### config.mk
export PLATFORM = sky130hd
export DESIGN_NAME = fcbs_bound_sel
export DESIGN_NICKNAME = d
export VERILOG_FILES = /design/src/rtl/fcbs_pkg.sv /design/src/rtl/fcbs_bound_sel.sv
export SDC_FILE = /design/constraint.sdc
export NUM_CORES = 1
export LEC_CHECK = 0
export ABC_AREA = 1
export ABC_CLOCK_PERIOD_IN_PS = 2200
export BUFFER_PORTS_ARGS = -buffer_cell sky130_fd_sc_hd__clkbuf_2
export CAP_MARGIN = 20
export CORE_ASPECT_RATIO = 0.9
export CORE_MARGIN = 5
export CORE_UTILIZATION = 40
export CTS_CLUSTER_DIAMETER = 100
export DETAILED_ROUTE_END_ITERATION = 16
export GPL_TIMING_DRIVEN = 0
export HOLD_SLACK_MARGIN = 0.12
export PLACE_DENSITY = 0.67
export SLEW_MARGIN = 20
export SYNTH_ARGS = -nofsm -noshare
export SYNTH_HDL_FRONTEND = slang
export SYNTH_SLANG_ARGS = --single-unit
export TNS_END_PERCENT = 30
### constraint.sdc
create_clock -name clk -period 2.2 [get_ports clk]
set_input_delay 0.44 -clock clk [delete_from_list [all_inputs] [get_ports clk]]
set_output_delay 0.44 -clock clk [all_outputs]
set_load 0.01 [all_outputs]
### src/rtl/fcbs_pkg.sv
package fcbs_pkg;

  // Number of plane registers on the configuration port.
  localparam int REG_COUNT = 6;
  localparam int CFG_IDX_W = 3;
  localparam int CFG_DATA_W = 64;

  // Plane coefficients are Q2.14, the offset is Q16.0.
  localparam int COEF_W = 16;
  localparam int D_SHIFT = 14;

  // Test kinds.
  localparam logic OP_BOX = 1'b0;
  localparam logic OP_SPHERE = 1'b1;

  // Packed layout of one plane register, most significant field first.
  typedef struct packed {
    logic signed [COEF_W-1:0] a;
    logic signed [COEF_W-1:0] b;
    logic signed [COEF_W-1:0] c;
    logic signed [COEF_W-1:0] d;
  } plane_t;

  // Reset value: zero normal and an offset of one, so nothing is culled.
  localparam plane_t PLANE_RESET = plane_t'(CFG_DATA_W'(1));

  // Stage load enables handed from the pipeline control to the datapath.
  typedef struct packed {
    logic en_a;
    logic en_b;
    logic en_c;
  } pipe_ctrl_t;

endpackage

### src/rtl/fcbs_bound_sel.sv
module fcbs_bound_sel
  import fcbs_pkg::*;
#(
  parameter int COORD_WIDTH = 16
) (
  input  logic                          clk,
  input  logic                          en,
  input  logic                          opcode,
  input  logic signed [COORD_WIDTH-1:0] box_min [3],
  input  logic signed [COORD_WIDTH-1:0] box_max [3],
  input  logic signed [COORD_WIDTH-1:0] center [3],
  input  logic        [COORD_WIDTH-2:0] radius,
  output logic signed [COORD_WIDTH-1:0] big_r [3],
  output logic signed [COORD_WIDTH-1:0] sml_r [3],
  output logic        [COORD_WIDTH-2:0] rad_r
);

  logic signed [COORD_WIDTH-1:0] big_nxt [3];
  logic signed [COORD_WIDTH-1:0] sml_nxt [3];
  logic        [COORD_WIDTH-2:0] rad_nxt;

  // For a box, the largest plane value comes from the larger coordinate on a
  // positive coefficient and the smaller one on a negative coefficient, axis by
  // axis. A sphere uses its centre on both sides and adds the radius margin.
  always_comb begin
    for (int k = 0; k < 3; k++) begin
      if (opcode == OP_SPHERE) begin
        big_nxt[k] = center[k];
        sml_nxt[k] = center[k];
      end else if (box_max[k] < box_min[k]) begin
        big_nxt[k] = box_min[k];
        sml_nxt[k] = box_max[k];
      end else begin
        big_nxt[k] = box_max[k];
        sml_nxt[k] = box_min[k];
      end
    end
    rad_nxt = (opcode == OP_SPHERE) ? radius : '0;
  end

  always_ff @(posedge clk) begin
    if (en) begin
      big_r <= big_nxt;
      sml_r <= sml_nxt;
      rad_r <= rad_nxt;
    end
  end

endmodule

==> metrics <==
Leak Pwr=4.992 nW; Slew headroom=56.56%; min-delay worst type=primary input to register; CP endpoint kind=register; metal2 WL=10,230 um; leading cell type in the layout, fill and taps excluded=nand3_1; antenna violations before repair=0; PD cells=661.5 nW/um^2; setup violators final=0; clk buf depth=2; Synth Register Bits=111; GRT Total Usage=21.00%; final period utilization=93.83%; post-synth top area share=46.72%; Async S/R FF share, synth=0%; critical path startpoint category=primary input; vias in the first global route=6,881; post-route cell area=9196 um^2; Flop pwr share=43.9%; dominant cell type by area after synthesis=edfxtp_1; fill count=1,708; crit-path cells=clkbuf_2 > inv_1 > ha_1 > a21oi_1 > o21ai_0 > nor2_1 > nand2_2 > nand2_1 > buf_4 > nand3_1 > nand3_1 > nand2_1; Gate power share=28.3%; Initial DRC Count=505; Max IR drop VDD=425.9 uV; count of final hold-check violations=0; CTS HTree Levels=3; unrepaired setup endpoints after global routing=yes; post-synthesis sequential area ratio=46.72%; routed len/inst=15.71 um; Clock transition at path regs=80 ps; Area after DPL=8827 um^2; Initial DRT Pass Iterations=5; Antenna Violating Nets Remaining=0; initial core utilization=40.64%; DIE AREA=20,610 um^2; number of synthesized flops with an enable pin=111; input/output buffers=271; maximum clock frequency=0.4844 GHz; status=finished clean; met1 WL=9205 um; Die X=150.8 um; # IOs=273; Final min period=2064 ps; CTS tree=built; crit path max fanout=10; gpl congestion=0.8635; Die Y=136.7 um; clock share of power=27.7%; post-DP HPWL=17,250 um; Worst Tran Pin Value=651.6 ps; synthesized instance count=884; core area=17,550 um^2; Post-Syn Nets=1,091; FP Rows=46; largest net degree at the start of global routing=57; switching pwr=1.995 mW; synthesized area=7134 um^2; Max stage delay on crit path=360 ps; DR vias=7,092; Area growth syn-to-layout=28.90%; max-cap violations=0; Vias/cell=5.023; top cells by area, synth=edfxtp_1 47%, nand3_1 20%, nand2_1 11%; YS warnings=0; commonest cells after routing, fill and taps aside=279 x nand3_1, 275 x clkbuf_2, 206 x nand2_1; CP required=2310 ps; cts bufs inserted=9; Post-Route WL=22,190 um; setup_tns=0 ps; clock sinks=111; crit path DAT=2170 ps; syn_area_per_cell=8.071 um^2; share of layout cells above drive strength 1=28.58%; final core occ=52.39%; Netlist cell types=20; Sw Share=32.79%; Pint=4.089 mW; n_diodes=0; grt total ovfl=0; WL met3=2443 um; fin. max-slew vios=0; first-pass GRT wire length=34,350 um; # DRC=0; Total Power=6.084 mW; Top Layer Used=met4; cell with the largest stage delay on the worst path=ha_1; Main synth FF type=edfxtp_1; root buffer cell=clkbuf_16; critical path type=primary input to register; Nets=1,374
## area by class of cell
class | instances | area (um^2) | share of cell area, %
Multi-Input combinational cell | 588 | 3064 | 33.32
Tap cell | 240 | 300.3 | 3.265
Timing Repair Buffer | 272 | 1393 | 15.14
Sequential cell | 111 | 3333 | 36.24
Clock inverter | 7 | 81.33 | 0.8844
Buffer | 54 | 307.8 | 3.347
Inverter | 131 | 491.7 | 5.347
Clock buffer | 9 | 225.2 | 2.449
## critical path: cells and delay by family
family	cells	cell delay, ps
AO/OA/AOI/OAI	2	270
adder cells (fa/ha/maj)	1	360
buffers and inverters	3	330
AND/OR/NAND/NOR	6	750
## cells by family after synthesis
logic type | after synthesis | synth area share [%]
simple gates | 507 | 31.78
buf+inv | 185 | 10.79
flops | 111 | 46.72
compound gates | 36 | 2.824
fa+ha+maj | 45 | 7.892
## sequential cells by signal, indices dropped and copies added (netlist names)
name / count
rad_r: 15
sml_r: 48
big_r: 48
## per-stage QoR
stage / hold slack, ps / std cells / setup WS (ps)
2_1_floorplan: 552.5 / 884 / 161.5
3_3_place_gp: 696.9 / 1395 / -749.2
3_5_place_dp: 702.5 / 1396 / -251.9
4_1_cts: 311.7 / 1412 / 131.0
5_1_grt: 324.6 / 1412 / -22.27
6_report: 326.5 / 1412 / 135.7
## worst paths after layout
check	start	end	slack [ps]	cells after the start
max	box_min[31]	big_r[23]$_DFFE_PP_	140	12
min	radius[5]	rad_r[5]$_SDFFCE_PN0P_	330	3
## cell usage after synthesis, types with 4 or more instances
| library cell | number |
|---|---|
| a21oi_1 | 17 |
| nand2_1 | 211 |
| inv_1 | 131 |
| o21ai_0 | 10 |
| buf_2 | 24 |
| nand3_1 | 279 |
| edfxtp_1 | 111 |
| clkbuf_1 | 18 |
| nor3_1 | 4 |
| buf_4 | 6 |
| o211ai_1 | 6 |
| nor2_1 | 9 |
| ha_1 | 45 |
## metal layers
metal,vias up,global-route usage [%]
li1,3550,-
met2,337,33.65
met4,0,5.488
met1,3183,27.22
met5,-,0
met3,22,7.285
## power by group through the flow
stage	Sequential (mW)	Clock [mW]	Combinational [mW]
final	2.67	1.69	1.72
after global routing	2.69	1.83	1.93
after CTS	2.68	1.74	1.70
after detailed placement	2.72	0	1.69
after global placement	2.73	0	1.66
after floorplan	2.85	0	0.866
## what timing repair did
action / in CTS / in global routing
gates resized for setup: 0 / 35
setup endpoints to repair: 0 / 90
setup buffers: 0 / 0
hold buffers: 0 / 0
No activity file was read; power rests on OpenSTA's default activity.
