<file path="src/rtl/fcbs_pkg.sv">
package fcbs_pkg;

  // Number of plane registers on the configuration port.
  localparam int REG_COUNT = 6;
  localparam int CFG_IDX_W = 3;
  localparam int CFG_DATA_W = 64;

  // Plane coefficients are Q2.14, the offset is Q16.0.
  localparam int COEF_W = 16;
  localparam int D_SHIFT = 14;

  // Test kinds.
  localparam logic OP_BOX = 1'b0;
  localparam logic OP_SPHERE = 1'b1;

  // Packed layout of one plane register, most significant field first.
  typedef struct packed {
    logic signed [COEF_W-1:0] a;
    logic signed [COEF_W-1:0] b;
    logic signed [COEF_W-1:0] c;
    logic signed [COEF_W-1:0] d;
  } plane_t;

  // Reset value: zero normal and an offset of one, so nothing is culled.
  localparam plane_t PLANE_RESET = plane_t'(CFG_DATA_W'(1));

  // Stage load enables handed from the pipeline control to the datapath.
  typedef struct packed {
    logic en_a;
    logic en_b;
    logic en_c;
  } pipe_ctrl_t;

endpackage

</file>
<file path="src/rtl/fcbs_plane_eval.sv">
module fcbs_plane_eval
  import fcbs_pkg::*;
#(
  parameter int COORD_WIDTH = 16
) (
  input  logic                          clk,
  input  pipe_ctrl_t                    ctrl,
  input  plane_t                        plane,
  input  logic signed [COORD_WIDTH-1:0] big [3],
  input  logic signed [COORD_WIDTH-1:0] sml [3],
  input  logic        [COORD_WIDTH-2:0] rad,
  output logic                          cull_r
);

  localparam int PROD_W = COORD_WIDTH + COEF_W;
  localparam int TERM_W = (PROD_W > COEF_W + D_SHIFT) ? PROD_W : COEF_W + D_SHIFT;
  localparam int SUM_W = TERM_W + 3;

  logic signed [COEF_W-1:0]      coef [3];
  logic signed [COORD_WIDTH-1:0] pt [3];
  logic signed [PROD_W-1:0]      prod_nxt [3];
  logic signed [PROD_W-1:0]      prod_r [3];
  logic signed [SUM_W-1:0]       bias_nxt;
  logic signed [SUM_W-1:0]       bias_r;
  logic signed [SUM_W-1:0]       sum;
  logic                          cull_nxt;

  // Multiply stage: pick the point by coefficient sign, one product per axis.
  always_comb begin
    coef[0] = plane.a;
    coef[1] = plane.b;
    coef[2] = plane.c;
    for (int k = 0; k < 3; k++) begin
      pt[k] = coef[k][COEF_W-1] ? sml[k] : big[k];
      prod_nxt[k] = coef[k] * pt[k];
    end
    bias_nxt = (SUM_W'($signed(plane.d)) <<< D_SHIFT)
             + (SUM_W'({1'b0, rad}) << D_SHIFT);
  end

  always_ff @(posedge clk) begin
    if (ctrl.en_b) begin
      prod_r <= prod_nxt;
      bias_r <= bias_nxt;
    end
  end

  // Sum stage: the plane culls when the best value is not above zero.
  always_comb begin
    sum = SUM_W'(prod_r[0]) + SUM_W'(prod_r[1]) + SUM_W'(prod_r[2]) + bias_r;
    cull_nxt = sum[SUM_W-1] || (sum == '0);
  end

  always_ff @(posedge clk) begin
    if (ctrl.en_c) begin
      cull_r <= cull_nxt;
    end
  end

endmodule

</file>
<file path="config.mk">
export PLATFORM = sky130hd
export DESIGN_NAME = fcbs_plane_eval
export DESIGN_NICKNAME = d
export VERILOG_FILES = /design/src/rtl/fcbs_pkg.sv /design/src/rtl/fcbs_plane_eval.sv
export SDC_FILE = /design/constraint.sdc
export NUM_CORES = 2
export LEC_CHECK = 0
export ABC_AREA = 1
export BUFFER_PORTS_ARGS = -buffer_cell sky130_fd_sc_hd__buf_2
export CORE_ASPECT_RATIO = 2
export CORE_MARGIN = 3
export CORE_UTILIZATION = 35
export CTS_BUF_LIST = sky130_fd_sc_hd__clkbuf_4 sky130_fd_sc_hd__clkbuf_8
export DETAILED_ROUTE_END_ITERATION = 6
export SETUP_SLACK_MARGIN = 0.05
export SYNTH_ARGS = -nofsm -noshare
export SYNTH_HDL_FRONTEND = slang
export SYNTH_SLANG_ARGS = --single-unit
</file>
<file path="constraint.sdc">
create_clock -name clk -period 6.85 [get_ports clk]
set_input_delay 1.37 -clock clk [delete_from_list [all_inputs] [get_ports clk]]
set_output_delay 1.37 -clock clk [all_outputs]
set_load 0.005 [all_outputs]
</file>
==> flow_summary.ini <==
[place]
gp_congestion = 0.976
dpl-instance-area_um2 = 44600
hpwlAfterDp_mm = 102
io_buffers = 178

[hold_path]
worst_hold_path.num_cells = 1
min_to = cull_r
hp-class = primary input to flip-flop
min_from = ctrl[0]

[route]
dr.pass1.iters = 5
ant_nets = 0
drc_errors = 0
via_per_inst = 4.73
vias = 30900
wl_per_cell_um = 17.2
dr.first_iter.drc_count = 1274
totalWireLength_mm = 112

[critical_path]
r2r_end = cull_r
end_kind = flip-flop
worstSetupPathType = primary input to flip-flop
cp-start-kind = primary input
cp.required_ps = 7060
reg2regPathDepth = 18
reg2reg_from = prod_r[66]
crit_arrival_ps = 6850
r2r_setup_slack_ps = 3190
cp_max_fo = 9

[global_routing]
grt_max_degree = 79
first_global_vias = 34300
gr-total-overflow = 0
grt_pass1_wl_mm = 179
grt_util_all_layers_pct = 20.6
antenna_found_initial = 0

[floorplan]
initial_core_util_pct = 35.3
die_w_um = 238
core_area_um2 = 106000
rows = 169
pin_count = 180
dieHeight_um = 469
dieArea_um2 = 112000

[yosys]
synthTopCellsByArea = fa_1 45%, inv_1 11%, ha_1 10%, edfxtp_1 9.1%, nand2_1 8.7%
ys_types = 51
synth_area_per_cell_um2 = 8.50
yosysSeqAreaShare_pct = 9.12
synthCells = 4418
synth_seq_cells = 114
syn-num-nets = 5742
synth_top_area_cell = fa_1
yosys_warnings = 0
syn_area_um2 = 37600
synth_top_area_share_pct = 44.7

[clock_tree]
root_buffer = clkbuf_8
cts_hold_buffers = 0
clock_path_buffers = 2
htreeDepth = 4
clkSinkCount = 114
insertion_delay_ps = 450
cts_tree = built
cts-buffers-inserted = 17
clk_pin_slew_ps = 80

[timing]
clock_skew_ps = 7.73
rsz0062_at_grt = yes
layout_min_cycle_time_ps = 6640
setup_violations = 0
max_slew_margin_pct = 35.0
worst_pin_slew_ps = 975
fin_crit_sh_pct = 96.9
clock.fmax_mhz = 151
final_max_slew_viol_count = 0
tns_ps = 0
final_hold_viol_count = 0

[final_layout]
insertedDiodeCount = 0
fin_nets = 6468
final_area_um2 = 46000
drive_gt1_share_pct = 20.9
layout_commonest_cell = inv_1
area_delta_synth_final_pct = 22.5
final_cell_mix = 1079 x inv_1, 849 x nand2_1, 824 x fa_1

[outcome]
status = finished clean

[job]
drv_cap = 0
## cell usage after synthesis, drive strengths merged
library cell and count:
xor2 83, nand3b 2, clkinv 24, a31oi 10, a21boi 3, nor3 21, o2111a 1, nand4 30
o21a 3, a21oi 137, edfxtp 114, and3 1, nand2 888, nand3 73, buf 20, xnor2 47
ha 306, o211a 1, and2 7, nor4 2, a211oi 2, or2 3, clkbuf 69, inv 1122
o21bai 10, o211ai 8, a221oi 6, a21o 23, nor2 513, fa 839, o31ai 3, o21ai 47
## flip-flops by register name (all words and copies together), names as in the netlist
register  flops
prod_r       96
bias_r       17
cull_r        1
## kinds of logic after synthesis
group,after synthesis,synth area share (%)
and+or+nand+nor,1540,16.5
DFF,114,9.12
xor gates and xnor gates,130,3.03
AOI/OAI and AO/OA,254,4.07
adders and majority gates,1145,54.9
buffers and inverters,1235,12.4
## worst max path at each step
stage / from / endpoint / slack (ps)
after floorplan: plane[63] / prod_r[91] / 30
after global placement: plane[63] / prod_r[89] / -600
after detailed placement: plane[63] / prod_r[91] / -600
after CTS: plane[47] / prod_r[63] / 50
after global routing: plane[47] / prod_r[58] / -10
final: plane[47] / prod_r[58] / 210
## worst max-delay path: stages
cell      delay (ps)
buf_6            140
inv_8             70
buf_4            160
nand2_1           50
nand2_1           80
inv_2            100
buf_6            150
nor2_1            70
fa_1             520
inv_1             50
fa_1             480
fa_1             510
inv_1             50
fa_1             460
fa_1             540
inv_1             50
fa_1             490
inv_1             50
ha_2             370
nand2_1          100
buf_4            140
o21a_1           190
o21ai_0           80
nand2_1           70
o211ai_1          80
buf_4            150
a31oi_1           90
xnor2_1          130
## per-layer routing
metal / GRT usage [%] / share of wire, %
met5: 0 / 0
met4: 12.8 / 7.9
met3: 1.40 / 2.7
met2: 40.7 / 56
met1: 20.7 / 34
## stage by stage
stage	worst slack (ps)	hold slack, ps	cells	utilization, %
CTS	48.3	1060	6505	42.4
global placement	-597	1210	6470	42.0
detailed placement	-596	1180	6470	42.0
floorplan	26.5	894	4418	-
finish	214	1110	6525	43.2
global route	-10.0	1080	6525	43.2
## final cells by class
type | instances | area (um2)
multi-input combinational | 3069 | 30300
fill | 10600 | 60400
clock buffer | 18 | 241
inverter | 1146 | 4330
sequential | 114 | 3420
tap | 1368 | 1710
timing repair buffer | 795 | 5840
timing repair inverter | 1 | 7.51
clock inverter | 14 | 153
## repair_timing
item,in CTS,in global routing
gates cloned,0,3
pin swaps,5,55
setup buffers,3,17
setup endpoints to repair,23,40
resized for setup,19,177
Power is not shown: default switching activity piles up to over one toggle a cycle in this logic, so the estimate is an artifact.
