## config.mk

```make
export PLATFORM = sky130hd
export DESIGN_NAME = fcbs_plane_regs
export DESIGN_NICKNAME = d
export VERILOG_FILES = /design/src/rtl/fcbs_pkg.sv /design/src/rtl/fcbs_plane_regs.sv
export SDC_FILE = /design/constraint.sdc
export NUM_CORES = 1
export LEC_CHECK = 0
export CAP_MARGIN = 40
export CORE_AREA = 2 2 179 181
export CTS_BUF_LIST = sky130_fd_sc_hd__clkbuf_4 sky130_fd_sc_hd__clkbuf_8
export DETAILED_ROUTE_END_ITERATION = 8
export DIE_AREA = 0 0 181 183
export DONT_BUFFER_PORTS = 1
export REMOVE_ABC_BUFFERS = 1
export SLEW_MARGIN = 0
export SYNTH_ARGS = -nofsm -noshare
export SYNTH_HDL_FRONTEND = slang
export SYNTH_SLANG_ARGS = --single-unit
```

## constraint.sdc

```tcl
create_clock -name clk -period 6.3 [get_ports clk]
set_clock_uncertainty 0.15 [all_clocks]
set_input_delay 0.63 -clock clk [delete_from_list [all_inputs] [get_ports clk]]
set_output_delay 0.63 -clock clk [all_outputs]
set_load 0.005 [all_outputs]
```

## src/rtl/fcbs_pkg.sv

```systemverilog
package fcbs_pkg;

  // Number of plane registers on the configuration port.
  localparam int REG_COUNT = 6;
  localparam int CFG_IDX_W = 3;
  localparam int CFG_DATA_W = 64;

  // Plane coefficients are Q2.14, the offset is Q16.0.
  localparam int COEF_W = 16;
  localparam int D_SHIFT = 14;

  // Test kinds.
  localparam logic OP_BOX = 1'b0;
  localparam logic OP_SPHERE = 1'b1;

  // Packed layout of one plane register, most significant field first.
  typedef struct packed {
    logic signed [COEF_W-1:0] a;
    logic signed [COEF_W-1:0] b;
    logic signed [COEF_W-1:0] c;
    logic signed [COEF_W-1:0] d;
  } plane_t;

  // Reset value: zero normal and an offset of one, so nothing is culled.
  localparam plane_t PLANE_RESET = plane_t'(CFG_DATA_W'(1));

  // Stage load enables handed from the pipeline control to the datapath.
  typedef struct packed {
    logic en_a;
    logic en_b;
    logic en_c;
  } pipe_ctrl_t;

endpackage

```

## src/rtl/fcbs_plane_regs.sv

```systemverilog
module fcbs_plane_regs
  import fcbs_pkg::*;
#(
  parameter int PLANE_COUNT = 6
) (
  input  logic                  clk,
  input  logic                  rst_n,
  input  logic                  cfg_we,
  input  logic [CFG_IDX_W-1:0]  cfg_index,
  input  logic [CFG_DATA_W-1:0] cfg_data,
  output plane_t                planes [PLANE_COUNT]
);

  plane_t plane_r [PLANE_COUNT];

  // Planes past the register list are never written and keep their reset value.
  for (genvar i = 0; i < PLANE_COUNT; i++) begin : g_plane
    if (i < REG_COUNT) begin : g_writable
      always_ff @(posedge clk) begin
        if (!rst_n) begin
          plane_r[i] <= PLANE_RESET;
        end else if (cfg_we && (cfg_index == CFG_IDX_W'(i))) begin
          plane_r[i] <= plane_t'(cfg_data);
        end
      end
    end else begin : g_fixed
      always_ff @(posedge clk) begin
        plane_r[i] <= PLANE_RESET;
      end
    end
    assign planes[i] = plane_r[i];
  end

endmodule

```

==> results of run 1 <==
## per-stage QoR
step / util, % / worst slack, ns
6_report: 50.2 / 3.76
2_1_floorplan: - / -2.74
4_1_cts: 50.2 / 3.75
5_1_grt: 50.2 / 3.67
3_5_place_dp: 46.7 / 3.14
3_3_place_gp: 46.5 / 2.96
## routing by layer
layer / up-vias / global-route usage, % / share of wire (%)
li1: 3465 / - / -
met2: 482 / 36.2 / 49
met1: 4019 / 25.9 / 37
met3: 57 / 9.71 / 12
met5: - / 0 / 0
met4: 0 / 7.35 / 2.5
## placed cells by master (no fill, tap or decap)
master,count
clkinvlp_4,1
clkbuf_4,18
clkinv_1,18
buf_4,8
nand2_1,1
edfxtp_1,384
nand2b_1,1
bufinv_16,1
buf_12,6
o21ai_4,6
nand3b_1,65
or3b_4,1
clkinv_2,6
or3_1,6
nand3_1,63
clkbuf_8,59
inv_1,1
nor2_1,378
## logic make-up after synthesis
group | after synthesis
buffers and inverters | 72
DFF | 384
and+or+nand+nor | 515
AOI/OAI and AO/OA | 6
## path summary, 6_finish.rpt
path  depth (start not counted)             end    startpoint
min                           1   plane_r[3][0]   cfg_data[0]
max                           3  plane_r[1][41]  cfg_index[1]
## power by group
group	internal, mW	switching (mW)
sequential	2.99	0.121
combinational	0.0370	0.140
clock	1.01	0.910
## final cells by class
class | instances | area, um2 | share of cell area, %
Inverter | 1 | 3.75 | 0.0239
Timing Repair Buffer | 14 | 180 | 1.15
Clock buffer | 77 | 947 | 6.04
Multi-Input combinational cell | 521 | 2380 | 15.2
Sequential cell | 384 | 11500 | 73.5
Tap cell | 402 | 503 | 3.21
Clock inverter | 26 | 135 | 0.862
==> summary.md, run 1 <==
| Metric | Value |
|---|---|
| Status | complete, no violations |
| Largest family of logic cells by synthesized area | simple AND/OR/NAND/NOR gates |
| GR Overflow Total | 0 |
| Die Y | 183 um |
| Leak | 4.96 nW |
| Post-synthesis sequential area ratio | 80.7% |
| # nets final | 1,051 |
| Die area | 0.0331 mm2 |
| Tot Pwr | 5.21 mW |
| Number of global-route vias before repair | 7,890 |
| Maxcap violations | 0 |
| I/O pin count | 454 |
| Crit Path Class | in2reg |
| Clock sink total | 384 |
| CP Cell Sequence | or3b_4, o21ai_4, buf_4 |
| Post-synth EDFFs | 384 |
| Minimum clock period | 2.54 ns |
| Most flop-heavy register | plane_r |
| Syn Std Cell Area | 0.0143 mm2 |
| WL final | 37,500 um |
| Fin Hold WS | 0.0611 ns |
| Layout cells sized above 1 | 10.4% |
| H-tree level count | 2 |
| Critical path's slowest cell | buf_4 |
| Slew Viols, Final | 0 |
| Most frequent cell after synthesis | edfxtp_1 |
| CTS tree | yes |
| Via count | 8,023 |
| CTS Root Cell | clkbuf_8 |
| CP startpoint kind | input pin |
| Number of port buffers | 0 |
| CTS Buf Count | 59 |
| Post_cts resized | 0 |
| Synthesized area per cell | 14.6 um2 |
| Gr usage total | 22.0% |
| Max-Slew Margin vs Limit | 47.2% |
| Max FFs per register | 384 |
| Std cell rows | 65 |
| Pwr Density | 333 mW/mm2 |
| Clock transition at the registers of the reported paths | 0.06 ns |
| Worst vdd rail ir drop | 146 uV |
| 1st-iter DRT viols | 664 |
| Synth Area in XOR/XNOR | 0% |
| Top cells by area, synth | edfxtp_1, nor2_1, nand3b_1 |
| Post-synthesis adder-cell area fraction | 0% |
| TNS Setup | 0 ns |
| Synth Area in Simple Gates | 16.0% |
| Filler cells | 2,629 |
| CP peak stage delay | 0.67 ns |
| Inst Count DP | 1,322 |
| FF+latch count, synth | 384 |
| Commonest cells in the netlist | edfxtp_1, nor2_1, nand3b_1 |
| Yosys warnings | 0 |
| Cell variety after synth | 14 |
| Area Growth Syn to Fin | 9.71% |
| Post-synth top area cell | edfxtp_1 |
| Non-Filler Instances | 1,425 |
| Ant diodes | 0 |
| Unrepaired setup endpoints after global routing | no |
| First-pass iteration count of the detailed router | 6 |
| Starting Density | 45.8% |
| Final Cycle Share | 40.3% |
| Hold WC Path Type | in2reg |
| Post-synthesis mux area share | 0% |
| Dpl hpwl | 22,800 um |
| Critical path capture point type | flip-flop |
| Clock tree buffer depth | 3 |
| Worst Path Required | 6.36 ns |
| CP top delay family | buffers and inverters |
| Worst Path Arrival | 2.59 ns |
| Largest net degree at the start of global routing | 135 |
| DRC viols | 0 |
| Cell Area, Placed | 0.0146 mm2 |
| Area fraction in compound gates after synthesis | 0.210% |
| CP Buf/Inv Count | 1 |
| Die X | 181 um |
| First-pass GRT wire length | 54,000 um |
| Antenna violations before repair | 0 |
| Yosys top cell area share | 80.7% |
| Top Registers | plane_r x384 |
| Vias per inst | 5.63 |
| Final Cell Area | 0.0157 mm2 |
| Worst Tran Pin Value | 0.792 ns |
| Post-DR wirelength/cell | 26.3 um |
| Final GP Congestion | 0.806 |
| Cts hold-fix bufs | 0 |
| Synthesized instance count | 977 |
| Worst-path fanout max | 47 |
| Fmax | 394 MHz |
| Top_reg_cell synth | edfxtp_1 |
| Core area | 0.0312 mm2 |
| Final setup fails | 0 |
| Ys async rst share | 0% |
| Final Hold Fails | 0 |
| Routed Antenna Nets | 0 |
| Post-CTS setup buffers | 0 |
Note: power is estimated with default switching activity, not from simulation.
==> run 2, diff against run 1 <==
--- a/config.mk
+++ b/config.mk
@@ -6,10 +6,10 @@
 export NUM_CORES = 1
 export LEC_CHECK = 0
 export CAP_MARGIN = 40
-export CORE_AREA = 2 2 179 181
+export CORE_AREA = 2 2 176 178
 export CTS_BUF_LIST = sky130_fd_sc_hd__clkbuf_4 sky130_fd_sc_hd__clkbuf_8
 export DETAILED_ROUTE_END_ITERATION = 8
-export DIE_AREA = 0 0 181 183
+export DIE_AREA = 0 0 178 180
 export DONT_BUFFER_PORTS = 1
 export REMOVE_ABC_BUFFERS = 1
 export SLEW_MARGIN = 0
==> constraint.sdc (replaced) <==
create_clock -name clk -period 2.6 [get_ports clk]
set_clock_uncertainty 0.15 [all_clocks]
set_input_delay 0.26 -clock clk [delete_from_list [all_inputs] [get_ports clk]]
set_output_delay 0.26 -clock clk [all_outputs]
set_load 0.005 [all_outputs]
==> summary.md, run 2 (synthesis gave the netlist of run 1 again) <==
| Metric | Value |
|---|---|
| TNS Setup | 0 ns |
| Final setup fails | 0 |
| First-pass iteration count of the detailed router | 6 |
| Dpl hpwl | 22,800 um |
| WL final | 39,000 um |
| Inst Count DP | 1,319 |
| Final Cell Area | 0.0167 mm2 |
| Antenna violations before repair | 1 |
| Clock sink total | 384 |
| Die X | 178 um |
| Via count | 8,383 |
| CTS Root Cell | clkbuf_8 |
| M3 GR Usage | 8.16% |
| CTS Buf Count | 59 |
| Worst Slack Setup Final | 0.599 ns |
| Worst-path fanout max | 64 |
| Hold WC Path Type | in2reg |
| Filler cells | 2,404 |
| Final Hold Fails | 0 |
| Fmax | 500 MHz |
| # nets final | 1,143 |
| H-tree level count | 2 |
| First-pass GRT wire length | 56,400 um |
| Most flop-heavy register | plane_r |
| 1st-iter DRT viols | 845 |
| Unrepaired setup endpoints after global routing | no |
| Leak | 5.37 nW |
| Post-CTS setup buffers | 0 |
| Area Growth Syn to Fin | 16.9% |
| GR Overflow Total | 0 |
| Max-Slew Margin vs Limit | 43.5% |
| Post_cts resized | 0 |
| Gr usage total | 23.8% |
| Starting Density | 47.3% |
| DRC viols | 0 |
| Pwr Density | 777 mW/mm2 |
| Grt met1 use | 28.9% |
| CP Buf/Inv Count | 3 |
| CTS tree | yes |
| Number of port buffers | 0 |
| Final Cycle Share | 77.0% |
| Crit Path Class | in2reg |
| Clock transition at the registers of the reported paths | 0.06 ns |
| Non-Filler Instances | 1,510 |
| CP Cell Sequence | dlygate4sd3_1, o21ai_4, dlygate4sd3_1, buf_12 |
| Commonest non-fill, non-tap cell in the layout | edfxtp_1 |
| Minimum clock period | 2.00 ns |
| GRT Max-Usage Layer | met2 |
| Die area | 0.0320 mm2 |
| Final GP Congestion | 0.831 |
| Maxcap violations | 0 |
| CP peak stage delay | 0.62 ns |
| Layout cells sized above 1 | 10.6% |
| Std cell rows | 64 |
| Tot Pwr | 13.0 mW |
| Worst Path Required | 2.67 ns |
| Most frequent cells in the layout | edfxtp_1, nor2_1, dlygate4sd3_1 |
| Core area | 0.0302 mm2 |
| Max FFs per register | 384 |
| Status | complete, no violations |
| I/O pin count | 454 |
| Cts hold-fix bufs | 87 |
| Number of global-route vias before repair | 8,466 |
| Clock tree buffer depth | 3 |
| Critical path's slowest cell | dlygate4sd3_1 |
| Worst Path Arrival | 2.07 ns |
| Routed Antenna Nets | 0 |
| Setup WS pre-CTS | 0.595 ns |
| Worst Tran Pin Value | 0.847 ns |
| Critical path capture point type | flip-flop |
| Slew Viols, Final | 0 |
| Cell Area, Placed | 0.0147 mm2 |
| Top Registers | plane_r x384 |
| Die Y | 180 um |
| CP top delay family | buffers and inverters |
| Worst vdd rail ir drop | 368 uV |
| Met2 Usage GRT | 38.8% |
| Vias per inst | 5.55 |
| CP startpoint kind | input pin |
| Largest net degree at the start of global routing | 130 |
| Post-DR wirelength/cell | 25.8 um |
| Crit-path most repeated cell | dlygate4sd3_1 |
[run 2: cell types whose count changed in the layout (fill, tap and decap cells not counted), sizes merged]
cell,previous run,this run
diode,0,1
clkbuf,77,86
dlygate4sd3,0,87
clkinv,24,14
buf,14,19
clkinvlp,1,0
[run 2: through the flow]
step                hold WS (ns)  utilization [%]
floorplan                  0.289                -
global placement           0.292             48.6
detailed placement         0.295             48.6
CTS                      0.00338             55.3
global route              0.0666             55.3
finish                    0.0816             55.3
[run 2: worst paths after layout]
kind,endpoint,depth (start not counted),start
max,plane_r[4][12],4,cfg_index[0]
min,plane_r[5][47],2,rst_n
[run 2: power by group]
part,total [mW],internal [mW],switching [mW]
clock,4.80,2.60,2.20
combinational,0.648,0.193,0.455
sequential,7.54,7.25,0.290
[run 2: area by class of cell]
cell class	instances	area, um2	share of cell area [%]
diodes	1	2.50	0.0150
clock buffers	86	1030	6.15
clock inverters	15	88.8	0.532
inverters	1	3.75	0.0225
multi-input cells	521	2380	14.2
flip-flops and latches	384	11500	69.0
well taps	396	495	2.97
repair buffers	106	1180	7.06
[run 2: per-layer routing]
metal / share of wire (%) / up-vias
li1: - / 3653
met1: 36 / 4101
met2: 49 / 542
met3: 11 / 87
met4: 3.8 / 0
met5: 0 / -
